<file path="src/hdl/ple_pkg.sv">
`default_nettype none
// ----------------------------------------------------------------------------
// ple_pkg
// Shared constants, codes and controller/datapath types for the positional
// list engine.
// ----------------------------------------------------------------------------
package ple_pkg;

    localparam int CAPACITY = 64;

    localparam int POS_W   = 6;
    localparam int DATA_W  = 32;
    localparam int ENTRY_W = 7;
    localparam int KIND_W  = 2;
    localparam int STAT_W  = 2;

    localparam int ADDR_W = $clog2(CAPACITY);
    localparam int CNT_W  = $clog2(CAPACITY + 1);
    localparam int CMP_W  = (CNT_W > POS_W) ? CNT_W : POS_W;

    localparam logic [KIND_W-1:0] REQ_INSERT = 2'd0;
    localparam logic [KIND_W-1:0] REQ_REMOVE = 2'd1;
    localparam logic [KIND_W-1:0] REQ_READ   = 2'd2;

    localparam logic [STAT_W-1:0] ST_DONE  = 2'd0;
    localparam logic [STAT_W-1:0] ST_RANGE = 2'd1;
    localparam logic [STAT_W-1:0] ST_FULL  = 2'd2;

    typedef struct packed {
        logic cap_req;
        logic decide;
        logic shift_rd;
        logic shift_wr;
        logic put;
        logic cnt_inc;
        logic cnt_dec;
        logic take_rd;
        logic load_out;
    } ple_cmd_t;

    typedef struct packed {
        logic err;
        logic op_ins;
        logic op_rem;
        logic op_read;
        logic at_end;
        logic out_free;
    } ple_stat_t;

endpackage
`default_nettype wire

</file>
<file path="src/hdl/ple_req_if.sv">
`default_nettype none
// ----------------------------------------------------------------------------
// ple_req_if
// Request channel: valid/ready handshake carrying one list request.
// ----------------------------------------------------------------------------
interface ple_req_if;
    logic              valid;
    logic              ready;
    logic [1:0]        req_type;
    logic [5:0]        position;
    logic signed [31:0] value;

    modport source (output valid, output req_type, output position, output value,
                    input ready);
    modport sink   (input valid, input req_type, input position, input value,
                    output ready);
endinterface
`default_nettype wire

</file>
<file path="src/hdl/ple_rsp_if.sv">
`default_nettype none
// ----------------------------------------------------------------------------
// ple_rsp_if
// Response channel: valid/ready handshake carrying one request result.
// ----------------------------------------------------------------------------
interface ple_rsp_if;
    logic               valid;
    logic               ready;
    logic [1:0]         status;
    logic signed [31:0] read_value;
    logic [6:0]         entry_count;

    modport source (output valid, output status, output read_value,
                    output entry_count, input ready);
    modport sink   (input valid, input status, input read_value,
                    input entry_count, output ready);
endinterface
`default_nettype wire

</file>
<file path="src/hdl/ple_ctrl.sv">
`default_nettype none
// ----------------------------------------------------------------------------
// ple_ctrl
// Request sequencer: range decision, entry-by-entry shifting through the
// element memory, and hand-off to the result register.
// ----------------------------------------------------------------------------
module ple_ctrl
(
    input  wire logic              clk,
    input  wire logic              rst_n,
    input  wire logic              in_valid,
    output logic                   in_ready,
    input  wire ple_pkg::ple_stat_t stat,
    output ple_pkg::ple_cmd_t      cmd
);
    import ple_pkg::*;

    localparam logic [2:0] S_IDLE   = 3'd0;
    localparam logic [2:0] S_DECIDE = 3'd1;
    localparam logic [2:0] S_LOOP   = 3'd2;
    localparam logic [2:0] S_RD     = 3'd3;
    localparam logic [2:0] S_WR     = 3'd4;
    localparam logic [2:0] S_PUT    = 3'd5;
    localparam logic [2:0] S_FETCH  = 3'd6;
    localparam logic [2:0] S_FINISH = 3'd7;

    logic [2:0] state_reg;
    logic [2:0] state_next;

    assign in_ready = (state_reg == S_IDLE);

    always_comb
    begin
        state_next = state_reg;
        cmd        = '0;
        case (state_reg)
            S_IDLE:
            begin
                if (in_valid)
                begin
                    cmd.cap_req = 1'b1;
                    state_next  = S_DECIDE;
                end
            end
            S_DECIDE:
            begin
                cmd.decide = 1'b1;
                if (stat.err)
                    state_next = S_FINISH;
                else if (stat.op_read)
                    state_next = S_FETCH;
                else
                    state_next = S_LOOP;
            end
            S_LOOP:
            begin
                if (!stat.at_end)
                    state_next = S_RD;
                else if (stat.op_ins)
                    state_next = S_PUT;
                else
                begin
                    cmd.cnt_dec = 1'b1;
                    state_next  = S_FINISH;
                end
            end
            S_RD:
            begin
                cmd.shift_rd = 1'b1;
                state_next   = S_WR;
            end
            S_WR:
            begin
                cmd.shift_wr = 1'b1;
                state_next   = S_LOOP;
            end
            S_PUT:
            begin
                cmd.put     = 1'b1;
                cmd.cnt_inc = 1'b1;
                state_next  = S_FINISH;
            end
            S_FETCH:
            begin
                cmd.take_rd = 1'b1;
                state_next  = S_FINISH;
            end
            S_FINISH:
            begin
                if (stat.out_free)
                begin
                    cmd.load_out = 1'b1;
                    state_next   = S_IDLE;
                end
            end
            default:
            begin
                state_next = S_IDLE;
            end
        endcase
    end

    always_ff @(posedge clk or negedge rst_n)
    begin
        if (!rst_n)
            state_reg <= S_IDLE;
        else
            state_reg <= state_next;
    end

endmodule
`default_nettype wire

</file>
<file path="src/hdl/ple_dpath.sv">
`default_nettype none
// ----------------------------------------------------------------------------
// ple_dpath
// Element memory, entry count, request latch, shift pointer and result
// register for the positional list engine.
// ----------------------------------------------------------------------------
module ple_dpath
(
    input  wire logic              clk,
    input  wire logic              rst_n,
    input  wire ple_pkg::ple_cmd_t cmd,
    output ple_pkg::ple_stat_t     stat,
    ple_req_if.sink                req,
    ple_rsp_if.source              rsp
);
    import ple_pkg::*;

    logic [DATA_W-1:0] mem [CAPACITY];
    logic [DATA_W-1:0] rdata_reg;

    logic [KIND_W-1:0] kind_reg;
    logic [POS_W-1:0]  pos_reg;
    logic [DATA_W-1:0] val_reg;
    logic [CNT_W-1:0]  cnt_reg;
    logic [ADDR_W-1:0] addr_reg;
    logic [STAT_W-1:0] status_reg;
    logic [DATA_W-1:0] rd_reg;

    logic                out_valid_reg;
    logic [STAT_W-1:0]   out_status_reg;
    logic [DATA_W-1:0]   out_value_reg;
    logic [ENTRY_W-1:0]  out_count_reg;

    logic [CMP_W-1:0]  pos_c;
    logic [CMP_W-1:0]  cnt_c;
    logic              range_err;
    logic              full_err;
    logic [ADDR_W-1:0] pos_a;
    logic [ADDR_W-1:0] step_a;
    logic [ADDR_W-1:0] rd_addr;

    assign pos_c = CMP_W'(pos_reg);
    assign cnt_c = CMP_W'(cnt_reg);
    assign pos_a = ADDR_W'(pos_reg);

    always_comb
    begin
        case (kind_reg)
            REQ_INSERT: range_err = (pos_c > cnt_c);
            REQ_REMOVE: range_err = (pos_c >= cnt_c);
            REQ_READ:   range_err = (pos_c >= cnt_c);
            default:    range_err = 1'b1;
        endcase
    end

    assign full_err = (kind_reg == REQ_INSERT) && !range_err
                      && (cnt_reg == CNT_W'(CAPACITY));

    assign stat.err      = range_err || full_err;
    assign stat.op_ins   = (kind_reg == REQ_INSERT);
    assign stat.op_rem   = (kind_reg == REQ_REMOVE);
    assign stat.op_read  = (kind_reg == REQ_READ);
    assign stat.at_end   = stat.op_ins ? (addr_reg == pos_a)
                                       : (addr_reg == ADDR_W'(cnt_reg - CNT_W'(1)));
    assign stat.out_free = !out_valid_reg || rsp.ready;

    // insert moves entries tailward (source below pointer), remove headward
    assign step_a  = stat.op_ins ? (addr_reg - ADDR_W'(1)) : (addr_reg + ADDR_W'(1));
    assign rd_addr = cmd.shift_rd ? step_a : pos_a;

    always_ff @(posedge clk)
    begin
        rdata_reg <= mem[rd_addr];
        if (cmd.shift_wr)
            mem[addr_reg] <= rdata_reg;
        else if (cmd.put)
            mem[pos_a] <= val_reg;
    end

    always_ff @(posedge clk)
    begin
        if (cmd.cap_req)
        begin
            kind_reg <= req.req_type;
            pos_reg  <= req.position;
            val_reg  <= req.value;
        end
        if (cmd.decide)
        begin
            addr_reg   <= stat.op_rem ? pos_a : ADDR_W'(cnt_reg);
            rd_reg     <= '0;
            status_reg <= range_err ? ST_RANGE : (full_err ? ST_FULL : ST_DONE);
        end
        else
        begin
            if (cmd.shift_wr)
                addr_reg <= step_a;
            if (cmd.take_rd)
                rd_reg <= rdata_reg;
        end
        if (cmd.load_out)
        begin
            out_status_reg <= status_reg;
            out_value_reg  <= rd_reg;
            out_count_reg  <= ENTRY_W'(cnt_reg);
        end
    end

    always_ff @(posedge clk or negedge rst_n)
    begin
        if (!rst_n)
        begin
            cnt_reg       <= '0;
            out_valid_reg <= 1'b0;
        end
        else
        begin
            if (cmd.cnt_inc)
                cnt_reg <= cnt_reg + CNT_W'(1);
            else if (cmd.cnt_dec)
                cnt_reg <= cnt_reg - CNT_W'(1);
            if (cmd.load_out)
                out_valid_reg <= 1'b1;
            else if (rsp.ready)
                out_valid_reg <= 1'b0;
        end
    end

    assign rsp.valid       = out_valid_reg;
    assign rsp.status      = out_status_reg;
    assign rsp.read_value  = out_value_reg;
    assign rsp.entry_count = out_count_reg;

endmodule
`default_nettype wire

</file>
<file path="src/hdl/positional_list_engine_core.sv">
`default_nettype none
// ----------------------------------------------------------------------------
// positional_list_engine_core
// Ordered list of signed 32-bit values with insert, remove and read at a
// position; one result per request with status, read value and count.
//
//   channel  dir  handshake     payload
//   req      in   valid/ready   req_type, position, value
//   rsp      out  valid/ready   status, read_value, entry_count
//
// After an accepted transfer each request passes S_DECIDE and ends in S_FINISH;
// a read goes through S_FETCH. Insert and remove move entries one at a time
// through the element memory, each by S_RD, S_WR and S_LOOP; an insert then
// writes the new value in S_PUT.
// A finished result waits in the output register; the next request is taken
// meanwhile and stalls only in S_FINISH while that register is still full.
// Reset empties the list at once; the element memory needs no clearing.
// ----------------------------------------------------------------------------
module positional_list_engine_core
(
    input  wire logic clk,
    input  wire logic rst_n,
    ple_req_if.sink   req,
    ple_rsp_if.source rsp
);
    import ple_pkg::*;

    ple_cmd_t  cmd;
    ple_stat_t stat;

    ple_ctrl u_ctrl
    (
        .clk      (clk),
        .rst_n    (rst_n),
        .in_valid (req.valid),
        .in_ready (req.ready),
        .stat     (stat),
        .cmd      (cmd)
    );

    ple_dpath u_dpath
    (
        .clk   (clk),
        .rst_n (rst_n),
        .cmd   (cmd),
        .stat  (stat),
        .req   (req),
        .rsp   (rsp)
    );

    a_count_cap: assert property (@(posedge clk) disable iff (!rst_n)
        rsp.valid |-> (rsp.entry_count <= ENTRY_W'(CAPACITY)))
        else $error("entry count above capacity");

    a_value_zero: assert property (@(posedge clk) disable iff (!rst_n)
        (rsp.valid && (rsp.status != ST_DONE)) |-> (rsp.read_value == '0))
        else $error("read value set on failed request");

    a_busy_after_accept: assert property (@(posedge clk) disable iff (!rst_n)
        (req.valid && req.ready) |=> !req.ready)
        else $error("ready held after accepted transfer");

    a_single_cmd: assert property (@(posedge clk) disable iff (!rst_n)
        !(cmd.cnt_inc && cmd.cnt_dec) && !(cmd.put && cmd.shift_wr))
        else $error("conflicting datapath commands");

endmodule
`default_nettype wire
</file>
<file path="src/flat_wrapper.sv">
// flat-port wrapper written by rule: the top's interface ports become plain ports
module positional_list_engine_core_flat import ple_pkg::*;
  (clk, rst_n, req_valid, req_req_type, req_position, req_value, req_ready, rsp_valid, rsp_status, rsp_read_value, rsp_entry_count, rsp_ready);
  ple_req_if req_i ();
  ple_rsp_if rsp_i ();
  input  wire logic clk;
  input  wire logic rst_n;
  input wire logic [$bits(req_i.valid)-1:0] req_valid;
  input wire logic [$bits(req_i.req_type)-1:0] req_req_type;
  input wire logic [$bits(req_i.position)-1:0] req_position;
  input wire logic [$bits(req_i.value)-1:0] req_value;
  output wire logic [$bits(req_i.ready)-1:0] req_ready;
  output wire logic [$bits(rsp_i.valid)-1:0] rsp_valid;
  output wire logic [$bits(rsp_i.status)-1:0] rsp_status;
  output wire logic [$bits(rsp_i.read_value)-1:0] rsp_read_value;
  output wire logic [$bits(rsp_i.entry_count)-1:0] rsp_entry_count;
  input wire logic [$bits(rsp_i.ready)-1:0] rsp_ready;
  assign req_i.valid = req_valid;
  assign req_i.req_type = req_req_type;
  assign req_i.position = req_position;
  assign req_i.value = req_value;
  assign req_ready = req_i.ready;
  assign rsp_valid = rsp_i.valid;
  assign rsp_status = rsp_i.status;
  assign rsp_read_value = rsp_i.read_value;
  assign rsp_entry_count = rsp_i.entry_count;
  assign rsp_i.ready = rsp_ready;
  positional_list_engine_core u_core (.clk(clk), .rst_n(rst_n), .req(req_i), .rsp(rsp_i));
endmodule
</file>
<file path="config.mk">
export PLATFORM = sky130hd
export DESIGN_NAME = positional_list_engine_core_flat
export DESIGN_NICKNAME = d
export VERILOG_FILES = /design/src/hdl/ple_pkg.sv /design/src/hdl/ple_req_if.sv /design/src/hdl/ple_rsp_if.sv /design/src/hdl/ple_ctrl.sv /design/src/hdl/ple_dpath.sv /design/src/hdl/positional_list_engine_core.sv /design/src/flat_wrapper.sv
export SDC_FILE = /design/constraint.sdc
export NUM_CORES = 2
export LEC_CHECK = 0
export CAP_MARGIN = 20
export CORE_ASPECT_RATIO = 1.5
export CORE_MARGIN = 4
export CORE_UTILIZATION = 40
export DETAILED_ROUTE_END_ITERATION = 6
export DONT_BUFFER_PORTS = 1
export MAX_ROUTING_LAYER = met4
export PLACE_DENSITY = 0.57
export SYNTH_ARGS = -nofsm -noshare
export SYNTH_HDL_FRONTEND = slang
export SYNTH_SLANG_ARGS = --single-unit
</file>
<file path="constraint.sdc">
create_clock -name clk -period 5 [get_ports clk]
set_input_delay 0.75 -clock clk [delete_from_list [all_inputs] [get_ports clk]]
set_output_delay 0.75 -clock clk [all_outputs]
set_load 0.02 [all_outputs]
</file>
Word-level counts from Yosys, hierarchy flattened

Memory sizes are Yosys's and may differ from the RTL's. A register that Yosys moved wholly into a read port is not among the register bits.
Index checks and enable logic that the tools add are counted.

Add/sub/neg operators: 4
$lt $le $gt $ge: 2
Eq/ne operators: 14
Muxes and demuxes: 39
Reduce and logical (&&, ||, !) cells: 15

Operators by type and width:

| kind                  | count |
|---|---|
| $mux W6               | 6 |
| $mux W32              | 1 |
| $reduce_or A32 Y1     | 1 |
| $pmux W3 S7           | 1 |
| $mux W1               | 20 |
| $mux W3               | 5 |
| $mux W7               | 2 |
| $eq A3 B3 Y1 const B  | 4 |
| $eq A6 B6 Y1          | 2 |
| $add A7 B1 Y7 const B | 1 |
| $eq A7 B7 Y1 const B  | 1 |
| $ge A6 B7 Y1          | 1 |
| $gt A6 B7 Y1          | 1 |
| $sub A7 B1 Y7 const B | 1 |
| $add A6 B1 Y6 const B | 1 |
| $eq A3 B2 Y1 const B  | 2 |
| $mux W2               | 3 |
| $reduce_bool A2 Y1    | 3 |
| $sub A6 B1 Y6 const B | 1 |
| $reduce_or A2 Y1      | 2 |
| $eq A3 B1 Y1 const B  | 1 |
| $logic_not A3 Y1      | 1 |
| $eq A2 B1 Y1 const B  | 1 |
| $eq A2 B2 Y1 const B  | 1 |
| other kinds (8)       | 11 |

Bits in registers: 132
RAM bits: 2048
Output and inout bits: 43
Memories kept: 1

Memories:

| memory             | words | width | read ports | clocked after memory_dff | write ports | RTL line        | RTL |
|---|---|---|---|---|---|---|---|
| u_core.u_dpath.mem | 64    | 32    | 1          | 1                        | 1           | ple_dpath.sv:18 | `logic [DATA_W-1:0] mem [CAPACITY];` |

Logic depth before layout (Yosys ltp)

Depth after elaboration: 9
Gate-level depth with buffers: 16

Worst setup path before layout

OpenSTA, ideal clock, no wires.

Path kind: register to register
Start point: register u_core.u_ctrl.state_reg[2]
End point: memory u_core.u_dpath.mem[1][0], enable pin
Setup time: 0.421 ns
Arrival time: 3.447 ns
Slack: 1.131 ns
Stages on the path, launching flop included: 12
Clock period less this slack: 3.869 ns
Cell sequence: dfrtp_1 -> buf_4 -> nor2b_1 -> clkbuf_1 -> nand2_1 -> clkbuf_1 -> nor3_1 -> nor2_1 -> or2_2 -> or3_1 -> clkbuf_1 -> nor2_1

Word-level cells in the longest chain between the ends: 7

RTL lines:

| item                                         | RTL line        | RTL |
|---|---|---|
| start: declaration                           | ple_ctrl.sv:27  | `logic [2:0] state_reg;` |
| start signal: assignment                     | ple_ctrl.sv:108 | `state_reg <= state_next;` |
| $eq A3 B3 Y1                                 | ple_ctrl.sv:36  | `case (state_reg)` |
| $mux W2                                      | ple_ctrl.sv:36  |  |
| $mux W1                                      | ple_dpath.sv:76 | `else if (cmd.put)` |
| $mux W1                                      | ple_dpath.sv:74 | `if (cmd.shift_wr)` |
| $mux W1 (implied by the code)                | ple_dpath.sv:77 | `mem[pos_a] <= val_reg;` |
| $reduce_or A32 Y1 (no line)                  | --              |  |
| $mux W6 (no line) or $mux W1 (tied branches) | --              |  |
| end: declaration                             | ple_dpath.sv:18 |  |

Parallel ways exist; a longest one is shown, timed or not.

Worst setup path in the final report

Start point: register u_core.u_ctrl.state_reg[0]
End point: register u_core.u_dpath.rdata_reg[2], read port of u_core.u_dpath.mem

Word-level cells in the longest chain between the ends: 3

RTL lines:

| item             | RTL line        | RTL |
|---|---|---|
| $eq A3 B2 Y1     | ple_ctrl.sv:36  |  |
| $mux W1          | ple_ctrl.sv:36  |  |
| $mux W6          | ple_dpath.sv:69 | `assign rd_addr = cmd.shift_rd ? step_a : pos_a;` |
| end: declaration | ple_dpath.sv:19 | `logic [DATA_W-1:0] rdata_reg;` |

No other way between the ends.
A chain may end at the register's enable or synchronous reset.

==> flow_summary.json <==
{
  "fmax_mhz": 218,
  "avgSynthCellArea_um2": 14.0,
  "drt_first_iter_violations": 6782,
  "routedWlPerCell_um": 29.1,
  "power_density_nw_per_um2": 623,
  "postRouteAntennaNets": 0,
  "status": "finished clean",
  "top_register": "u_core.u_dpath.mem",
  "hold_viol": 0,
  "rsz0062_at_grt": "false",
  "cts-buffers-inserted": 201,
  "yosysMostFrequentCell": "edfxtp_1",
  "final_layout_size_suffix_gt1_share_pct": 10.9,
  "finalMaxSlewViolations": 0,
  "gr-usage-all-layers_pct": 24.3,
  "synth-edff-count": 2137,
  "final_nets": 6540,
  "worstHoldStart": "rsp_ready",
  "yosysUniqueCellTypes": 78,
  "synth_top_area_share_pct": 72.0,
  "cp-start-kind": "flop",
  "drc": 0,
  "cts.clk_slew.worst_paths_ns": 0.07,
  "syn2layout_area_growth_pct": 13.8,
  "chipHeight_um": 586,
  "place_hpwl_um": 171000,
  "tns_ns": 0,
  "yosysWarnings": 0,
  "antenna_found_initial": 20,
  "synth_area_leaders": "edfxtp_1 (72%), nand2_1 (5.5%), a211oi_1 (2.9%)",
  "critPathKind": "flop to flop",
  "cp.required_ns": 5.77,
  "fin_crit_sh_pct": 91.5,
  "grt_pass1_wl_um": 400000,
  "finalCriticalPeriod_ns": 4.58,
  "ir_drop_mv": 0.436,
  "num_rows": 211,
  "grt_pass1_vias": 54800,
  "clkLatencyLatePin_ns": 0.87,
  "cts_resized": 0,
  "syn_area_um2": 89100,
  "syn_nets": 6445,
  "core_um2": 221000,
  "crit_fanout": 82,
  "synthArstFlopShare_pct": 0.497,
  "place_congestion": 0.898,
  "dieWidth_um": 393,
  "largest_reg_flops": 2048,
  "slew_headroom_pct": 23.0,
  "vias_per_cell": 5.94,
  "r2r-start": "u_core.u_ctrl.state_reg[0]",
  "drt_wl_total_um": 280000,
  "numPortBuffers": 0,
  "setup_viol": 0,
  "endpoint_kind": "flop",
  "grt_max_degree": 122,
  "synthFlopType": "edfxtp_1",
  "ios": 87,
  "h-tree-depth": 4,
  "p_leak_nw": 33.7,
  "grt.overflow.total": 0,
  "start_util_pct": 40.3,
  "crit_path_start": "u_core.u_ctrl.state_reg[0]",
  "cp.arrival_ns": 5.35,
  "clockRootBuffer": "clkbuf_16",
  "clock_sinks": 2212,
  "skew_ns": 0.0537,
  "yosys_register_bits": 2212,
  "cts_tree": "yes",
  "clock_path_buffers": 4,
  "die_area_um2": 231000,
  "hold-worst-slack_ns": 0.196,
  "synth_common_cells": "edfxtp_1 (2137), nand2_1 (1312), nand3_1 (355)",
  "firstDrtPassIters": 6,
  "hold_path.class": "input pin to flop",
  "postSynthCellCount": 6383,
  "maxCapViolCount": 0,
  "via_count": 57100,
  "totalPowerFinal_w": 0.0632,
  "worst_slew_pin_slew_ns": 1.16,
  "yosys.area.top_type": "edfxtp_1",
  "synth_seq_area_share_pct": 73.8
}
placed cells by master, fill, tap and decap left out, types with 52 or more instances in the layout:
master	synthesis	layout
a221oi_1	86	86
dfxtp_1	64	64
a31oi_1	115	115
edfxtp_1	2137	2137
nand3_1	355	355
nand2_1	1312	1279
o21ai_0	52	52
a21oi_1	205	203
buf_4	22	253
diode_2	0	104
buf_12	0	62
nor2_4	0	65
inv_1	168	168
nor2_1	143	76
a211oi_1	344	344
nand4_1	53	53
mux2i_1	204	202
clkbuf_16	0	205
a311oi_1	148	148
final timing paths:
| check | endpoint | slack [ns] | cells past startpoint |
|---|---|---|---|
| worst max-delay path | u_core.u_dpath.rdata_reg[2] | 0.42 | 10 |
| worst min-delay path | u_core.u_dpath.rsp.valid | 0.20 | 2 |
| worst max register to register | u_core.u_dpath.rdata_reg[2] | 0.42 | 10 |
| worst min register to register | u_core.u_dpath.rsp.read_value[13] | 0.44 | 0 |
| max in group asynchronous | u_core.u_dpath.rsp.valid | 4.25 | 1 |
| min in group asynchronous | u_core.u_dpath.cnt_c[2] | 0.34 | 1 |
per-layer routing:
layer / global-route usage, % / wire (um) / vias to the layer above / part of all wire, %
li1: - / - / 24800 / -
met1: 29.5 / 107000 / 29200 / 38
met2: 39.8 / 136000 / 2602 / 49
met3: 3.38 / 19400 / 569 / 6.9
met4: 12.9 / 17300 / 0 / 6.2
met5: - / 0 / - / 0
worst max-delay path, stage by stage (launching register included):
cell	delay (ns)
dfrtp_1	0.56
nand3b_1	0.60
buf_4	0.27
a21o_4	0.56
buf_12	0.30
buf_12	0.34
nand2_1	0.12
a221oi_1	0.38
nor3_1	0.19
o311ai_1	0.77
nand4b_1	0.20
power by group:
group	switching [W]	internal, W
Combinational	0.0165	0.00570
Sequential	0.000856	0.0248
Clock	0.00678	0.00855
logic make-up (layout without fill, tap and decap cells):
logic type	after synthesis	count (layout)	share of synthesized area (%)
xor+xnor	20	20	0.205
mux	208	208	2.36
buf+inv	636	887	3.17
compound gates	1262	1262	10.5
simple gates	2027	2027	9.76
fa+ha+maj	18	18	0.261
other cells	0	104	0
flops	2212	2212	73.8
layout make-up:
type | count | area [um2]
inverter | 168 | 631
timing repair buffer | 360 | 3600
tap | 2875 | 3600
multi-input combinational | 3535 | 21200
antenna | 104 | 260
clock buffer | 243 | 5290
sequential | 2212 | 65700
clock inverter | 116 | 1070
fill | 19200 | 120000
what timing repair did:
item	CTS	global route
hold buffers	42	0
endpoints found under the hold margin	52	0
buffers inserted	0	0
per-stage QoR:
step | worst slack [ns] | utilization, % | cells | cell area (um2)
floorplan | 1.13 | - | 6383 | 89100
global placement | 0.372 | 42.7 | 9103 | 94300
detailed placement | 0.513 | 42.7 | 9107 | 94300
CTS | 0.485 | 45.8 | 9508 | 101000
global route | 0.321 | 45.9 | 9611 | 101000
finish | 0.423 | 45.9 | 9613 | 101000
No activity file was read; power rests on OpenSTA's default activity.
